**src/sv/sfr_pkg.sv**
```systemverilog
// ----------------------------------------------------------------------------
// sfr_pkg - shared types and constants of the serial frame receiver
// codes for commands and result kinds, the crc-8 byte step and default sizes
// ----------------------------------------------------------------------------
package sfr_pkg;

	localparam int BUFFER_DEPTH_DEF = 64;
	localparam int MAX_PAYLOAD_DEF  = 60;
	localparam int MAX_RESULTS      = 64;
	localparam int LEN_MIN          = 4;
	localparam int LEN_OVERHEAD     = 3;
	localparam logic [7:0] CRC_POLY = 8'hD5;

	typedef enum logic [1:0] {
		KIND_FRAME   = 2'd0,
		KIND_DISCARD = 2'd1,
		KIND_PASS    = 2'd2
	} kind_t;

	typedef enum logic [1:0] {
		CMD_DATA  = 2'd0,
		CMD_FLUSH = 2'd1,
		CMD_PASS  = 2'd2
	} cmd_kind_t;

	typedef struct packed {
		cmd_kind_t  kind;
		logic [7:0] data;
	} cmd_t;

	// one byte through the crc-8, msb first
	function automatic logic [7:0] crc8_byte(input logic [7:0] crc, input logic [7:0] b);
		logic [7:0] c;
		c = crc ^ b;
		for (int k = 0; k < 8; k++) begin
			if (c[7]) begin
				c = {c[6:0], 1'b0} ^ CRC_POLY;
			end else begin
				c = {c[6:0], 1'b0};
			end
		end
		return c;
	endfunction

endpackage

```
**src/sv/sfr_if.sv**
```systemverilog
// ----------------------------------------------------------------------------
// sfr_if - valid/ready channels of the serial frame receiver
// one channel for received beats, one for result beats
// ----------------------------------------------------------------------------
interface sfr_rx_if;
	logic       valid;
	logic       ready;
	logic       opcode;
	logic [7:0] data_byte;

	modport source (output valid, output opcode, output data_byte, input ready);
	modport sink   (input valid, input opcode, input data_byte, output ready);
endinterface

interface sfr_res_if;
	logic       valid;
	logic       ready;
	logic [1:0] kind;
	logic [7:0] out_byte;
	logic       frame_end;
	logic       last;

	modport source (output valid, output kind, output out_byte, output frame_end,
		output last, input ready);
	modport sink   (input valid, input kind, input out_byte, input frame_end,
		input last, output ready);
endinterface

```
**src/sv/serial_frame_resync_receiver.sv**
```systemverilog
// ----------------------------------------------------------------------------
// serial_frame_resync_receiver - resynchronising serial frame receiver
// length-checked, crc-8 protected frames recovered from a raw byte stream
// ----------------------------------------------------------------------------
// usage
//   rx carries one beat per received byte (opcode 0) or a timeout flush
//   (opcode 1); res carries result beats: frame bytes, discarded bytes or
//   passthrough bytes, with frame_end on the final frame byte and last on the
//   final result of each rx beat. cfg_wr_en/cfg_wr_data set passthrough.
// command handling
//   a command waits in a two-entry queue, then the engine runs it. a data
//   byte costs a crc pass per scan attempt, read one byte at a time over
//   the single store read port, and the emission of each discarded or
//   frame byte; a passthrough byte is emitted directly. a worst-case resync
//   repeats the crc attempt for each byte that it drops.
// reset
//   arst_n empties the store and queue, clears passthrough and drops any
//   result beat not yet taken; no clearing pass is needed.
// stalls
//   a held result beat stalls only the engine; the front keeps taking beats
//   until the queue fills, then drops rx.ready.
// ----------------------------------------------------------------------------
module serial_frame_resync_receiver #(
	parameter int BUFFER_DEPTH = sfr_pkg::BUFFER_DEPTH_DEF,
	parameter int MAX_PAYLOAD  = sfr_pkg::MAX_PAYLOAD_DEF
) (
	input  logic      clk,
	input  logic      arst_n,
	sfr_rx_if.sink    rx,
	sfr_res_if.source res,
	input  logic      cfg_wr_en,
	input  logic      cfg_wr_data
);

	// classified commands from the front into the queue
	logic          push_valid;
	logic          push_ready;
	sfr_pkg::cmd_t push_cmd;

	// commands from the queue into the engine
	logic          pop_valid;
	logic          pop_ready;
	sfr_pkg::cmd_t pop_cmd;

	sfr_front u_front (
		.clk         (clk),
		.arst_n      (arst_n),
		.rx          (rx),
		.cfg_wr_en   (cfg_wr_en),
		.cfg_wr_data (cfg_wr_data),
		.push_valid  (push_valid),
		.push_ready  (push_ready),
		.push_cmd    (push_cmd)
	);

	sfr_cmd_queue u_queue (
		.clk        (clk),
		.arst_n     (arst_n),
		.push_valid (push_valid),
		.push_ready (push_ready),
		.push_cmd   (push_cmd),
		.pop_valid  (pop_valid),
		.pop_ready  (pop_ready),
		.pop_cmd    (pop_cmd)
	);

	// engine owns the byte store and the result register
	sfr_back #(
		.BUFFER_DEPTH (BUFFER_DEPTH),
		.MAX_PAYLOAD  (MAX_PAYLOAD)
	) u_back (
		.clk       (clk),
		.arst_n    (arst_n),
		.cmd_valid (pop_valid),
		.cmd_ready (pop_ready),
		.cmd       (pop_cmd),
		.res       (res)
	);

endmodule

```
**src/sv/sfr_front.sv**
```systemverilog
// ----------------------------------------------------------------------------
// sfr_front - accepts received beats and classifies them
// holds the passthrough register and turns each beat into a command
// ----------------------------------------------------------------------------
module sfr_front (
	input  logic          clk,
	input  logic          arst_n,
	sfr_rx_if.sink        rx,
	input  logic          cfg_wr_en,
	input  logic          cfg_wr_data,
	output logic          push_valid,
	input  logic          push_ready,
	output sfr_pkg::cmd_t push_cmd
);

	logic passthrough_q;

	always_ff @(posedge clk or negedge arst_n) begin
		if (!arst_n) begin
			passthrough_q <= 1'b0;
		end else if (cfg_wr_en) begin
			passthrough_q <= cfg_wr_data;
		end
	end

	// a flush works in either mode
	always_comb begin
		if (rx.opcode) begin
			push_cmd.kind = sfr_pkg::CMD_FLUSH;
		end else if (passthrough_q) begin
			push_cmd.kind = sfr_pkg::CMD_PASS;
		end else begin
			push_cmd.kind = sfr_pkg::CMD_DATA;
		end
		push_cmd.data = rx.data_byte;
	end

	assign push_valid = rx.valid;
	assign rx.ready   = push_ready;

endmodule

```
**src/sv/sfr_cmd_queue.sv**
```systemverilog
// ----------------------------------------------------------------------------
// sfr_cmd_queue - two-entry command queue
// decouples the front from the back so either can stall
// ----------------------------------------------------------------------------
module sfr_cmd_queue (
	input  logic          clk,
	input  logic          arst_n,
	input  logic          push_valid,
	output logic          push_ready,
	input  sfr_pkg::cmd_t push_cmd,
	output logic          pop_valid,
	input  logic          pop_ready,
	output sfr_pkg::cmd_t pop_cmd
);

	localparam int DEPTH = 2;

	sfr_pkg::cmd_t entry_q [DEPTH];
	logic          wr_ptr_q;
	logic          rd_ptr_q;
	logic [1:0]    count_q;
	logic          do_push;
	logic          do_pop;

	assign push_ready = (count_q != 2'(DEPTH));
	assign pop_valid  = (count_q != 2'd0);
	assign pop_cmd    = entry_q[rd_ptr_q];
	assign do_push    = push_valid && push_ready;
	assign do_pop     = pop_valid && pop_ready;

	always_ff @(posedge clk) begin
		if (do_push) begin
			entry_q[wr_ptr_q] <= push_cmd;
		end
	end

	always_ff @(posedge clk or negedge arst_n) begin
		if (!arst_n) begin
			wr_ptr_q <= 1'b0;
			rd_ptr_q <= 1'b0;
			count_q  <= 2'd0;
		end else begin
			if (do_push) begin
				wr_ptr_q <= ~wr_ptr_q;
			end
			if (do_pop) begin
				rd_ptr_q <= ~rd_ptr_q;
			end
			if (do_push && !do_pop) begin
				count_q <= count_q + 2'd1;
			end else if (do_pop && !do_push) begin
				count_q <= count_q - 2'd1;
			end
		end
	end

endmodule

```
**src/sv/sfr_back.sv**
```systemverilog
// ----------------------------------------------------------------------------
// sfr_back - framing engine of the serial frame receiver
// circular byte store, length check, crc scan, drops and result emission
// ----------------------------------------------------------------------------
module sfr_back #(
	parameter int BUFFER_DEPTH = sfr_pkg::BUFFER_DEPTH_DEF,
	parameter int MAX_PAYLOAD  = sfr_pkg::MAX_PAYLOAD_DEF
) (
	input  logic          clk,
	input  logic          arst_n,
	input  logic          cmd_valid,
	output logic          cmd_ready,
	input  sfr_pkg::cmd_t cmd,
	sfr_res_if.source     res
);

	localparam int PTR_W   = $clog2(BUFFER_DEPTH);
	localparam int CNT_W   = $clog2(BUFFER_DEPTH + 1);
	localparam int LW      = (CNT_W > 9) ? CNT_W : 9;
	localparam int SUM_W   = ((PTR_W > 8) ? PTR_W : 8) + 1;
	localparam int RCNT_W  = $clog2(sfr_pkg::MAX_RESULTS + 1);
	localparam int LEN_MAX = MAX_PAYLOAD + sfr_pkg::LEN_OVERHEAD;

	typedef enum logic [13:0] {
		S_IDLE   = 14'b00000000000001,
		S_PASS   = 14'b00000000000010,
		S_APPEND = 14'b00000000000100,
		S_SCAN   = 14'b00000000001000,
		S_LEN    = 14'b00000000010000,
		S_CRC    = 14'b00000000100000,
		S_CMP    = 14'b00000001000000,
		S_FRM_RD = 14'b00000010000000,
		S_FRM    = 14'b00000100000000,
		S_DROP_RD= 14'b00001000000000,
		S_DROP   = 14'b00010000000000,
		S_FLUSH  = 14'b00100000000000,
		S_POST   = 14'b01000000000000,
		S_FIN    = 14'b10000000000000
	} state_t;

	state_t             state_q;
	logic [7:0]         mem [BUFFER_DEPTH];
	logic [7:0]         rd_data_q;
	logic [PTR_W-1:0]   head_q;
	logic [CNT_W-1:0]   fill_q;
	logic [7:0]         byte_q;
	logic [7:0]         len_q;
	logic [7:0]         idx_q;
	logic [7:0]         crc_q;
	logic               flush_q;
	logic               pend_v_q;
	sfr_pkg::kind_t     pend_kind_q;
	logic [7:0]         pend_byte_q;
	logic               pend_end_q;
	logic               out_v_q;
	sfr_pkg::kind_t     out_kind_q;
	logic [7:0]         out_byte_q;
	logic               out_end_q;
	logic               out_last_q;
	logic [RCNT_W-1:0]  rcnt_q;

	logic [7:0]         rd_idx;
	logic [PTR_W-1:0]   rd_addr;
	logic [PTR_W-1:0]   wr_addr;
	logic               out_free;
	logic               can_emit;
	logic               emit_req;
	sfr_pkg::kind_t     emit_kind;
	logic               emit_end;
	logic               fin_req;
	logic               out_load;
	logic [8:0]         total;
	logic               drop_loud;

	// logical index to physical address, the sum stays below twice the depth
	function automatic logic [PTR_W-1:0] addr_of(input logic [PTR_W-1:0] h,
		input logic [SUM_W-1:0] i);
		logic [SUM_W-1:0] s;
		s = SUM_W'(h) + i;
		if (s >= SUM_W'(BUFFER_DEPTH)) begin
			s = s - SUM_W'(BUFFER_DEPTH);
		end
		return s[PTR_W-1:0];
	endfunction

	assign total     = {1'b0, len_q} + 9'd2;
	assign drop_loud = (fill_q > CNT_W'(1));
	assign out_free  = !out_v_q || res.ready;
	assign can_emit  = !pend_v_q || out_free;
	assign cmd_ready = (state_q == S_IDLE);

	// read address held steady while a state waits on the output
	always_comb begin
		unique case (state_q)
			S_SCAN:          rd_idx = 8'd1;
			S_LEN:           rd_idx = 8'd2;
			S_CRC:           rd_idx = idx_q + 8'd1;
			S_FRM_RD, S_FRM: rd_idx = idx_q;
			default:         rd_idx = 8'd0;
		endcase
	end

	assign rd_addr = addr_of(head_q, SUM_W'(rd_idx));
	assign wr_addr = addr_of(head_q, SUM_W'(fill_q));

	always_ff @(posedge clk) begin
		if (state_q == S_APPEND) begin
			mem[wr_addr] <= byte_q;
		end
		rd_data_q <= mem[rd_addr];
	end

	always_comb begin
		emit_req  = 1'b0;
		emit_kind = sfr_pkg::KIND_FRAME;
		emit_end  = 1'b0;
		fin_req   = 1'b0;
		unique case (state_q)
			S_PASS: begin
				emit_req  = 1'b1;
				emit_kind = sfr_pkg::KIND_PASS;
			end
			S_FRM: begin
				emit_req = 1'b1;
				emit_end = ({1'b0, idx_q} + 9'd1 == total);
			end
			S_DROP: begin
				emit_req  = drop_loud;
				emit_kind = sfr_pkg::KIND_DISCARD;
			end
			S_FIN: begin
				fin_req = 1'b1;
			end
			default: begin
			end
		endcase
	end

	// pending result moves into the output register this cycle
	assign out_load = pend_v_q && can_emit &&
		((emit_req && rcnt_q < RCNT_W'(sfr_pkg::MAX_RESULTS)) || fin_req);

	// result path: one pending result so the last flag can be set at the end
	always_ff @(posedge clk or negedge arst_n) begin
		if (!arst_n) begin
			pend_v_q    <= 1'b0;
			pend_kind_q <= sfr_pkg::KIND_FRAME;
			pend_byte_q <= 8'd0;
			pend_end_q  <= 1'b0;
			out_v_q     <= 1'b0;
			out_kind_q  <= sfr_pkg::KIND_FRAME;
			out_byte_q  <= 8'd0;
			out_end_q   <= 1'b0;
			out_last_q  <= 1'b0;
			rcnt_q      <= '0;
		end else begin
			if (out_v_q && res.ready && !out_load) begin
				out_v_q <= 1'b0;
			end
			if (emit_req && can_emit && rcnt_q < RCNT_W'(sfr_pkg::MAX_RESULTS)) begin
				if (pend_v_q) begin
					out_v_q    <= 1'b1;
					out_kind_q <= pend_kind_q;
					out_byte_q <= pend_byte_q;
					out_end_q  <= pend_end_q;
					out_last_q <= 1'b0;
				end
				pend_v_q    <= 1'b1;
				pend_kind_q <= emit_kind;
				pend_byte_q <= (state_q == S_PASS) ? byte_q : rd_data_q;
				pend_end_q  <= emit_end;
				rcnt_q      <= rcnt_q + RCNT_W'(1);
			end
			if (fin_req && can_emit) begin
				if (pend_v_q) begin
					out_v_q    <= 1'b1;
					out_kind_q <= pend_kind_q;
					out_byte_q <= pend_byte_q;
					out_end_q  <= pend_end_q;
					out_last_q <= 1'b1;
				end
				pend_v_q <= 1'b0;
				rcnt_q   <= '0;
			end
		end
	end

	always_ff @(posedge clk or negedge arst_n) begin
		if (!arst_n) begin
			state_q <= S_IDLE;
			head_q  <= '0;
			fill_q  <= '0;
			byte_q  <= 8'd0;
			len_q   <= 8'd0;
			idx_q   <= 8'd0;
			crc_q   <= 8'd0;
			flush_q <= 1'b0;
		end else begin
			unique case (state_q)
				S_IDLE: begin
					if (cmd_valid) begin
						byte_q <= cmd.data;
						unique case (cmd.kind)
							sfr_pkg::CMD_PASS: state_q <= S_PASS;
							sfr_pkg::CMD_FLUSH: begin
								flush_q <= 1'b1;
								state_q <= S_FLUSH;
							end
							default: state_q <= S_APPEND;
						endcase
					end
				end
				S_PASS: begin
					if (can_emit) begin
						state_q <= S_FIN;
					end
				end
				S_APPEND: begin
					fill_q  <= fill_q + CNT_W'(1);
					flush_q <= 1'b0;
					state_q <= S_SCAN;
				end
				S_SCAN: begin
					state_q <= drop_loud ? S_LEN : S_POST;
				end
				S_LEN: begin
					len_q <= rd_data_q;
					if (rd_data_q < 8'(sfr_pkg::LEN_MIN) || LW'(rd_data_q) > LW'(LEN_MAX)) begin
						state_q <= S_DROP_RD;
					end else if (LW'(fill_q) < LW'(rd_data_q) + LW'(2)) begin
						state_q <= S_POST;
					end else begin
						crc_q   <= 8'd0;
						idx_q   <= 8'd2;
						state_q <= S_CRC;
					end
				end
				S_CRC: begin
					crc_q <= sfr_pkg::crc8_byte(crc_q, rd_data_q);
					if (idx_q == len_q) begin
						state_q <= S_CMP;
					end else begin
						idx_q <= idx_q + 8'd1;
					end
				end
				S_CMP: begin
					if (crc_q == rd_data_q) begin
						idx_q   <= 8'd0;
						state_q <= S_FRM_RD;
					end else begin
						state_q <= S_DROP_RD;
					end
				end
				S_FRM_RD: begin
					state_q <= S_FRM;
				end
				S_FRM: begin
					if (can_emit) begin
						if (emit_end) begin
							head_q  <= addr_of(head_q, SUM_W'(total));
							fill_q  <= fill_q - CNT_W'(total);
							state_q <= S_SCAN;
						end else begin
							idx_q   <= idx_q + 8'd1;
							state_q <= S_FRM_RD;
						end
					end
				end
				S_DROP_RD: begin
					state_q <= S_DROP;
				end
				S_DROP: begin
					if (!drop_loud || can_emit) begin
						head_q <= addr_of(head_q, SUM_W'(1));
						fill_q <= fill_q - CNT_W'(1);
						if (!flush_q) begin
							state_q <= S_SCAN;
						end else if (fill_q == CNT_W'(1)) begin
							state_q <= S_FIN;
						end else begin
							state_q <= S_DROP_RD;
						end
					end
				end
				S_FLUSH: begin
					state_q <= (fill_q == '0) ? S_FIN : S_DROP_RD;
				end
				S_POST: begin
					if (fill_q == CNT_W'(BUFFER_DEPTH)) begin
						fill_q <= '0;
					end
					state_q <= S_FIN;
				end
				S_FIN: begin
					if (can_emit) begin
						state_q <= S_IDLE;
					end
				end
				default: state_q <= S_IDLE;
			endcase
		end
	end

	assign res.valid     = out_v_q;
	assign res.kind      = out_kind_q;
	assign res.out_byte  = out_byte_q;
	assign res.frame_end = out_end_q;
	assign res.last      = out_last_q;

`ifndef SYNTH
	a_fill_bound: assert property (@(posedge clk) disable iff (!arst_n)
		fill_q <= CNT_W'(BUFFER_DEPTH))
		else $error("store fill beyond depth");

	a_idle_no_pending: assert property (@(posedge clk) disable iff (!arst_n)
		state_q == S_IDLE |-> !pend_v_q && rcnt_q == '0)
		else $error("result left pending between commands");

	a_frame_held: assert property (@(posedge clk) disable iff (!arst_n)
		state_q == S_FRM |-> LW'(fill_q) >= LW'(total))
		else $error("frame emitted beyond held bytes");

	a_fill_after_cmd: assert property (@(posedge clk) disable iff (!arst_n)
		state_q == S_FIN |=> fill_q < CNT_W'(BUFFER_DEPTH))
		else $error("store left full after a command");
`endif

endmodule

```
**src/flat_wrapper.sv**
```systemverilog
// flat-port wrapper written by rule: the top's interface ports become plain ports
module serial_frame_resync_receiver_flat 
#(
	parameter int BUFFER_DEPTH = sfr_pkg::BUFFER_DEPTH_DEF,
	parameter int MAX_PAYLOAD  = sfr_pkg::MAX_PAYLOAD_DEF
)
  (clk, arst_n, cfg_wr_en, cfg_wr_data, rx_valid, rx_opcode, rx_data_byte, rx_ready, res_valid, res_kind, res_out_byte, res_frame_end, res_last, res_ready);
  sfr_rx_if rx_i ();
  sfr_res_if res_i ();
  input  logic clk;
  input  logic arst_n;
  input  logic cfg_wr_en;
  input  logic cfg_wr_data;
  input wire logic [$bits(rx_i.valid)-1:0] rx_valid;
  input wire logic [$bits(rx_i.opcode)-1:0] rx_opcode;
  input wire logic [$bits(rx_i.data_byte)-1:0] rx_data_byte;
  output wire logic [$bits(rx_i.ready)-1:0] rx_ready;
  output wire logic [$bits(res_i.valid)-1:0] res_valid;
  output wire logic [$bits(res_i.kind)-1:0] res_kind;
  output wire logic [$bits(res_i.out_byte)-1:0] res_out_byte;
  output wire logic [$bits(res_i.frame_end)-1:0] res_frame_end;
  output wire logic [$bits(res_i.last)-1:0] res_last;
  input wire logic [$bits(res_i.ready)-1:0] res_ready;
  assign rx_i.valid = rx_valid;
  assign rx_i.opcode = rx_opcode;
  assign rx_i.data_byte = rx_data_byte;
  assign rx_ready = rx_i.ready;
  assign res_valid = res_i.valid;
  assign res_kind = res_i.kind;
  assign res_out_byte = res_i.out_byte;
  assign res_frame_end = res_i.frame_end;
  assign res_last = res_i.last;
  assign res_i.ready = res_ready;
  serial_frame_resync_receiver #(.BUFFER_DEPTH(BUFFER_DEPTH), .MAX_PAYLOAD(MAX_PAYLOAD)) u_core (.clk(clk), .arst_n(arst_n), .rx(rx_i), .res(res_i), .cfg_wr_en(cfg_wr_en), .cfg_wr_data(cfg_wr_data));
endmodule
```
**config.mk**
```make
export PLATFORM = sky130hd
export DESIGN_NAME = serial_frame_resync_receiver_flat
export DESIGN_NICKNAME = d
export VERILOG_FILES = /design/src/sv/sfr_pkg.sv /design/src/sv/sfr_if.sv /design/src/sv/serial_frame_resync_receiver.sv /design/src/sv/sfr_front.sv /design/src/sv/sfr_cmd_queue.sv /design/src/sv/sfr_back.sv /design/src/flat_wrapper.sv
export SDC_FILE = /design/constraint.sdc
export NUM_CORES = 1
export LEC_CHECK = 0
export ABC_AREA = 1
export CAP_MARGIN = 20
export CORE_ASPECT_RATIO = 1.25
export CORE_MARGIN = 1.5
export CORE_UTILIZATION = 42
export DETAILED_ROUTE_END_ITERATION = 6
export DONT_BUFFER_PORTS = 1
export GPL_TIMING_DRIVEN = 0
export HOLD_SLACK_MARGIN = 0.02
export PLACE_DENSITY_LB_ADDON = 0.1
export SLEW_MARGIN = 20
export SYNTH_ARGS = -nofsm -noshare
export SYNTH_HDL_FRONTEND = slang
export SYNTH_SLANG_ARGS = --single-unit
```
**constraint.sdc**
```tcl
create_clock -name clk -period 3.6 [get_ports clk]
set_input_delay 0.36 -clock clk [delete_from_list [all_inputs] [get_ports clk]]
set_output_delay 0.36 -clock clk [all_outputs]
set_load 0.1 [all_outputs]
```
Yosys cells after proc, flatten, opt, wreduce, memory -nomap -nowiden
Memories as Yosys holds them, arrays and structs flattened. A register that Yosys moved wholly into a read port is not among the register bits.
Cells that the tools add are included.

cells by class
  reduce and logical (&&, ||, !) cells = 41
  mux-type cells = 96
  bitwise gates (word level) = 11
  magnitude comparators = 9
  $add $sub $neg = 18
  equality and inequality tests = 36

operator list
  cell                                                               number
  two-way mux 8 bit                                                  29
  one-hot mux 14 bit (14 select lines)                               1
  two-way mux 14 bit                                                 9
  one-hot mux 8 bit (4 select lines)                                 2
  two-way mux 6 bit                                                  7
  two-way mux 7 bit                                                  6
  inverter 5 bit                                                     8
  two-way mux 13 bit                                                 3
  != test 2 bit, second input constant                               15
  one-hot mux 7 bit (4 select lines)                                 1
  one-hot mux 12 bit (2 select lines)                                1
  subtractor 6 x 1 -> 6 bit, second input constant                   4
  two-way mux 1 bit                                                  23
  adder 8 x 2 -> 9 bit, second input constant                        2
  greater-or-equal comparator 9 x 7 -> 1 bit, second input constant  2
  == test 8 bit                                                      2
  two-way mux 2 bit                                                  8
  one-hot mux 8 bit (2 select lines)                                 1
  adder 7 x 1 -> 7 bit, second input constant                        2
  == test 14 x 1 -> 1 bit, second input constant                     1
  == test 14 x 10 -> 1 bit, second input constant                    1
  == test 14 x 11 -> 1 bit, second input constant                    1
  == test 14 x 12 -> 1 bit, second input constant                    1
  == test 14 x 13 -> 1 bit, second input constant                    1
  50 further kinds                                                   80

word-level totals
  flip-flop bits (word level) = 97
  memories kept = 2
  bits in writable memories = 532
  logic and storage cells = 235

memories
  name                    words  width  rd ports  clocked after memory_dff  write ports  line                 RTL
  u_core.u_back.mem       64     8      1         1                         1            sfr_back.sv:42       logic [7:0] mem [BUFFER_DEPTH];
  u_core.u_queue.entry_q  2      10     1         0                         1            sfr_cmd_queue.sv:18  sfr_pkg::cmd_t entry_q [DEPTH];

Longest topological paths before layout
  depth after elaboration = 25
  mapped depth = 24

Modules after synthesis
Synthesis repeated with hierarchy kept, for this count alone.

second synthesis, totals
  cell total of the unflattened synthesis = 2742
  area total of the unflattened synthesis = 28751.3 sq um

by module, submodules not included
  module         seq. area each (sq um)  area each (sq um)  cells each  instances
  sfr_back       17838.4                 27644.0            2643        1
  sfr_cmd_queue  700.7                   974.7              81          1
  sfr_front      25.0                    132.6              18          1

Worst setup path after synthesis
Ideal clock, no wire load.

  kind = register to register
  start point = register u_core.u_back.state_q[4]
  end point = register u_core.u_back.rd_data_q[6] (read register of u_core.u_back.mem)
  slack = 0.205 ns
  data arrival time = 3.280 ns
  required time = 3.486 ns
  cell stages (with the launch flop) = 24
  setup time = 0.114 ns
  buffers on the path = 3
  cell sequence = dfrtp_1 > nor2_2 > nand2_1 > inv_2 > nand2_4 > nor2_8 > inv_4 > buf_6 > nand2_8 > nand2_1 > o211ai_1 > ha_1 > inv_1 > fa_1 > xnor2_1 > clkbuf_1 > buf_1 > o221ai_1 > nand3_1 > o21ai_1 > nand2_1 > o31ai_1 > nand2_1 > nand2_1

on the way
  longest elaborated chain between the ends = 6
  elaborated cells between the ends (all ways) = 11

ends and longest elaborated chain
  what                                                                                            line                            RTL
  start: declaration                                                                              sfr_back.sv:41                  state_t state_q;
  start signal: assignment                                                                        sfr_back.sv:224                 state_q <= drop_loud ? S_LEN : S_POST;
  start signal: assignment                                                                        sfr_back.sv:286                 state_q <= (fill_q == '0) ? S_FIN : S_DROP_RD;
  == test 14 x 9 -> 1 bit / == test 14 x 8 -> 1 bit (equally long branches)                       sfr_back.sv:94                  unique case (state_q)
  OR reduction 2 bit                                                                              sfr_back.sv:94
  one-hot mux 8 bit (4 select lines) *                                                            sfr_back.sv:94
  adder 6 x 8 -> 9 bit *                                                                          sfr_back.sv:79                  s = SUM_W'(h) + i;
  greater-or-equal comparator 9 x 7 -> 1 bit / subtractor 6 x 1 -> 6 bit (equally long branches)  sfr_back.sv:80, sfr_back.sv:81
  two-way mux 6 bit *                                                                             sfr_back.sv:80                  if (s >= SUM_W'(BUFFER_DEPTH)) begin
  end: declaration                                                                                sfr_back.sv:43                  logic [7:0] rd_data_q;

Mark *: on every way between the ends. The rest lies on a longest branch, timed or not.
A chain may end at the register's enable or synchronous reset.

Worst setup path after layout
  start point = register u_core.u_back.state_q[11]
  end point = register u_core.u_back.state_q[12]

on the way
  longest elaborated chain between the ends = 3
  elaborated cells between the ends (all ways) = 22

ends and longest elaborated chain
  what                                             line             RTL
  == test 14 x 1 -> 1 bit (tied with other cells)  sfr_back.sv:199  unique case (state_q)
  != test 2 bit (no source line)                   --
  AND reduction 6 bit (no source line)             --

Several ways; a longest one is shown, not always the timed one.

==> metrics.yaml <==
pwr:
  seqPwrFrac_pct: 39.6
  p_sw_share_pct: 38.2
  combinationalPowerShare_pct: 33.2
  p_int_mw: 16.2
  p_clk_share_pct: 27.2
  ir_drop_mv: 0.421
  p_leak_nw: 12.4
  p_switching_mw: 9.98
  power.density_nw_per_um2: 783
clocking:
  clk_latency_ps: 630
  cts_buffers: 69
  cts-root-buf: "clkbuf_16"
  cts.clk_slew.worst_paths_ps: 60
  htree_levels: 3
  clk_path_buf_depth: 3
  cts_tree: "built"
  cts.sinks: 637
worst_setup_path:
  critPathCaptureType: "flip-flop"
  r2r_start: "u_core.u_back.state_q[11]"
  r2r_cells: 29
  r2r_slack_ps: -530
  slowest_stage: "dfrtp_1"
  cp_slowest_stage_delay_ps: 410
  crit_top_cell: "buf_4"
  start_kind: "flip-flop"
  arrival_ps: 4670
  cp_max_fo: 4
  regToRegEndpoint: "u_core.u_back.state_q[12]"
  path_class: "reg -> reg"
  crit_required_ps: 4140
die:
  boundaryPins: 29
  die_h_um: 293
  rows: 106
  dieArea_um2: 68900
  dieWidth_um: 235
  core-area_um2: 66700
  start_util_pct: 42.4
timing:
  holdWs_ps: 65.7
  fmax_mhz: 242
  fin_skew_ps: 31.4
  fin_ws_ps: -534
  min_period_ps: 4130
  hold_viol: 0
  tightest_slew_ps: 1090
  setup_viol: 17
  slew_headroom_pct: 27.1
  rsz0062_at_grt: "yes"
  fin_crit_sh_pct: 115
  drv_slew: 0
outcome:
  violations: "setup timing"
  status: "complete, but fails checks"
detailed_routing:
  route.detailed.drc: 0
  ant_nets: 0
  drt_first_pass_iters: 6
  vias_per_cell: 5.61
  initialDrtViolationCount: 1902
  postRouteWirelength_um: 87800
  wl_per_cell_um: 24.0
  dr_total_vias: 20540
synth:
  synthTopCellsByArea: "edfxtp_1, dfrtp_1, nand2_1"
  seq_area_frac_synth_pct: 65.7
  postSynthNetCount: 2669
  synth-warning-count: 0
  synthArstFlopShare_pct: 15.2
  synth_top_area_share_pct: 56.5
  avgSynthCellArea_um2: 10.8
  synthCells: 2612
  synth-edff-count: 532
  synth_largest_area_cell: "edfxtp_1"
  ys_types: 56
  ys.flop_type: "edfxtp_1"
  synth-seq-cells: 637
  syn_area_um2: 28300
finish:
  fillers: 5925
  layout_commonest_cell: "edfxtp_1"
  layout_common_cells: "edfxtp_1, nand2_1, nor2_1"
  n_antenna_cell: 0
  postLayoutCellArea_um2: 33400
  finalNetCount: 2804
  drive_gt1_share_pct: 16.1
  finalCoreUtilization_pct: 50.1
  areaGrowthSynthToFinish_pct: 18.2
global_route:
  grt_pass1_vias: 20677
  grt_max_degree: 98
  grt-ovfl-total: 0
  grt_pass1_wl_um: 130000
  antenna_found_initial: 0
  track_usage_pct: 25.3
min_path:
  min_to: "u_core.u_queue.wr_ptr_q"
  worstHoldStart: "rx_valid"
  hold_path.class: "in -> reg"
  hold_depth: 4
placed_design:
  place_area_um2: 29700
  port_buffers: 0
  post-place-ws_ps: -1760
  gp_congestion: 0.920
  hpwlAfterDp_um: 60200
run:
  cap_violations: 0
-- cell usage after synthesis, drive strengths merged (28+ instances only) --
library cell  number
nor3              39
edfxtp           532
nand2            477
clkbuf            98
ha                38
a21oi             28
dfrtp             96
inv              143
nand3            108
o21ai            346
nor2             414
o221ai            64
o22ai             70
-- cells by family (layout without fill, tap and decap cells) --
logic type / count (synthesis) / in the layout / share of synthesized area (%)
muxes: 8 / 8 / 0.283
adders and majority gates: 42 / 42 / 1.97
AOI/OAI and AO/OA: 540 / 540 / 11.2
DFF: 637 / 637 / 65.7
and+or+nand+nor: 1073 / 1073 / 15.8
xor gates and xnor gates: 44 / 44 / 1.43
buffers and inverters: 268 / 456 / 3.70
-- worst max-delay path, delay by kind of cell (launching register included) --
family,cells,cell delay (ps)
simple gates,5,800
compound gates,1,150
buf+inv,23,2640
flops,1,410
-- final cells by class --
class | instances | area (um2) | area share, %
buffer | 124 | 840 | 2.51
clock buffer | 82 | 1800 | 5.37
clock inverter | 42 | 429 | 1.28
inverter | 144 | 556 | 1.66
multi-input combinational | 1707 | 9360 | 28.0
sequential | 637 | 18600 | 55.7
tap | 864 | 1080 | 3.24
timing repair buffer | 64 | 751 | 2.25
-- stage by stage --
stage | std cells | power (mW) | TNS (ps)
after CTS | 3657 | 25.8 | -4120
after global routing | 3664 | 27.5 | -7990
after floorplan | 2612 | 15.0 | 0
after global placement | 3476 | 17.8 | -39180
final | 3664 | 26.2 | -4460
after detailed placement | 3488 | 18.2 | -31490
-- how the worst max path moves through the flow --
stage	endpoint	depth (start not counted)	startpoint	slack, ps
2_1_floorplan	u_core.u_back.rd_data_q[6]	23	u_core.u_back.state_q[4]	210
3_3_place_gp	u_core.u_back.rd_data_q[3]	20	u_core.u_back.state_q[10]	-1740
3_5_place_dp	u_core.u_back.rd_data_q[7]	20	u_core.u_back.state_q[10]	-1760
4_1_cts	u_core.u_back.rd_data_q[5]	18	u_core.u_back.state_q[10]	-490
5_1_grt	u_core.u_back.rd_data_q[2]	20	u_core.u_back.state_q[11]	-660
6_report	u_core.u_back.state_q[12]	29	u_core.u_back.state_q[11]	-530
-- state kept, by name, summed over array words and instances, names as in the netlist, named ones only --
name                          cells
u_core.u_back.pend_v_q            1
u_core.u_front.passthrough_q      1
u_core.u_back.fill_q              7
u_core.u_queue.entry_q           20
u_core.u_back.pend_byte_q         8
u_core.u_queue.count_q            2
u_core.u_queue.rd_ptr_q           1
u_core.u_queue.wr_ptr_q           1
u_core.u_back.len_q               8
u_core.u_back.flush_q             1
u_core.u_back.idx_q               8
u_core.u_back.pend_end_q          1
u_core.u_back.crc_q               8
u_core.u_back.rcnt_q              7
u_core.u_back.rd_data_q           8
u_core.u_back.mem               512
u_core.u_back.state_q            14
u_core.u_back.res.valid           1
u_core.u_back.head_q              6
u_core.u_back.pend_kind_q         2
u_core.u_back.byte_q              8
-- routing by layer --
metal / up-vias / track usage (%) / wire (um)
met3: 216 / 3.18 / 4530
met4: 0 / 13.3 / 4480
met2: 709 / 45.7 / 44700
li1: 9514 / - / -
met5: - / 0 / 0
met1: 10101 / 29.4 / 34000
-- power by group through the flow --
stage	Sequential [mW]	Combinational [mW]	Clock (mW)
after floorplan	10.4	4.56	0
after global placement	11.3	6.48	0
after detailed placement	10.5	7.65	0
after CTS	10.4	8.25	7.23
after global routing	10.4	9.54	7.50
final	10.3	8.69	7.12
-- timing repair --
| item | in CTS | in global routing |
|---|---|---|
| hold endpoints to repair | 119 | 0 |
| endpoints found under the setup margin | 328 | 439 |
| gates cloned | 1 | 2 |
| pin swaps | 36 | 40 |
| gates resized for setup | 225 | 133 |
| hold buffers | 14 | 0 |
| setup buffers | 30 | 5 |
No activity file was read; power rests on OpenSTA's default activity.
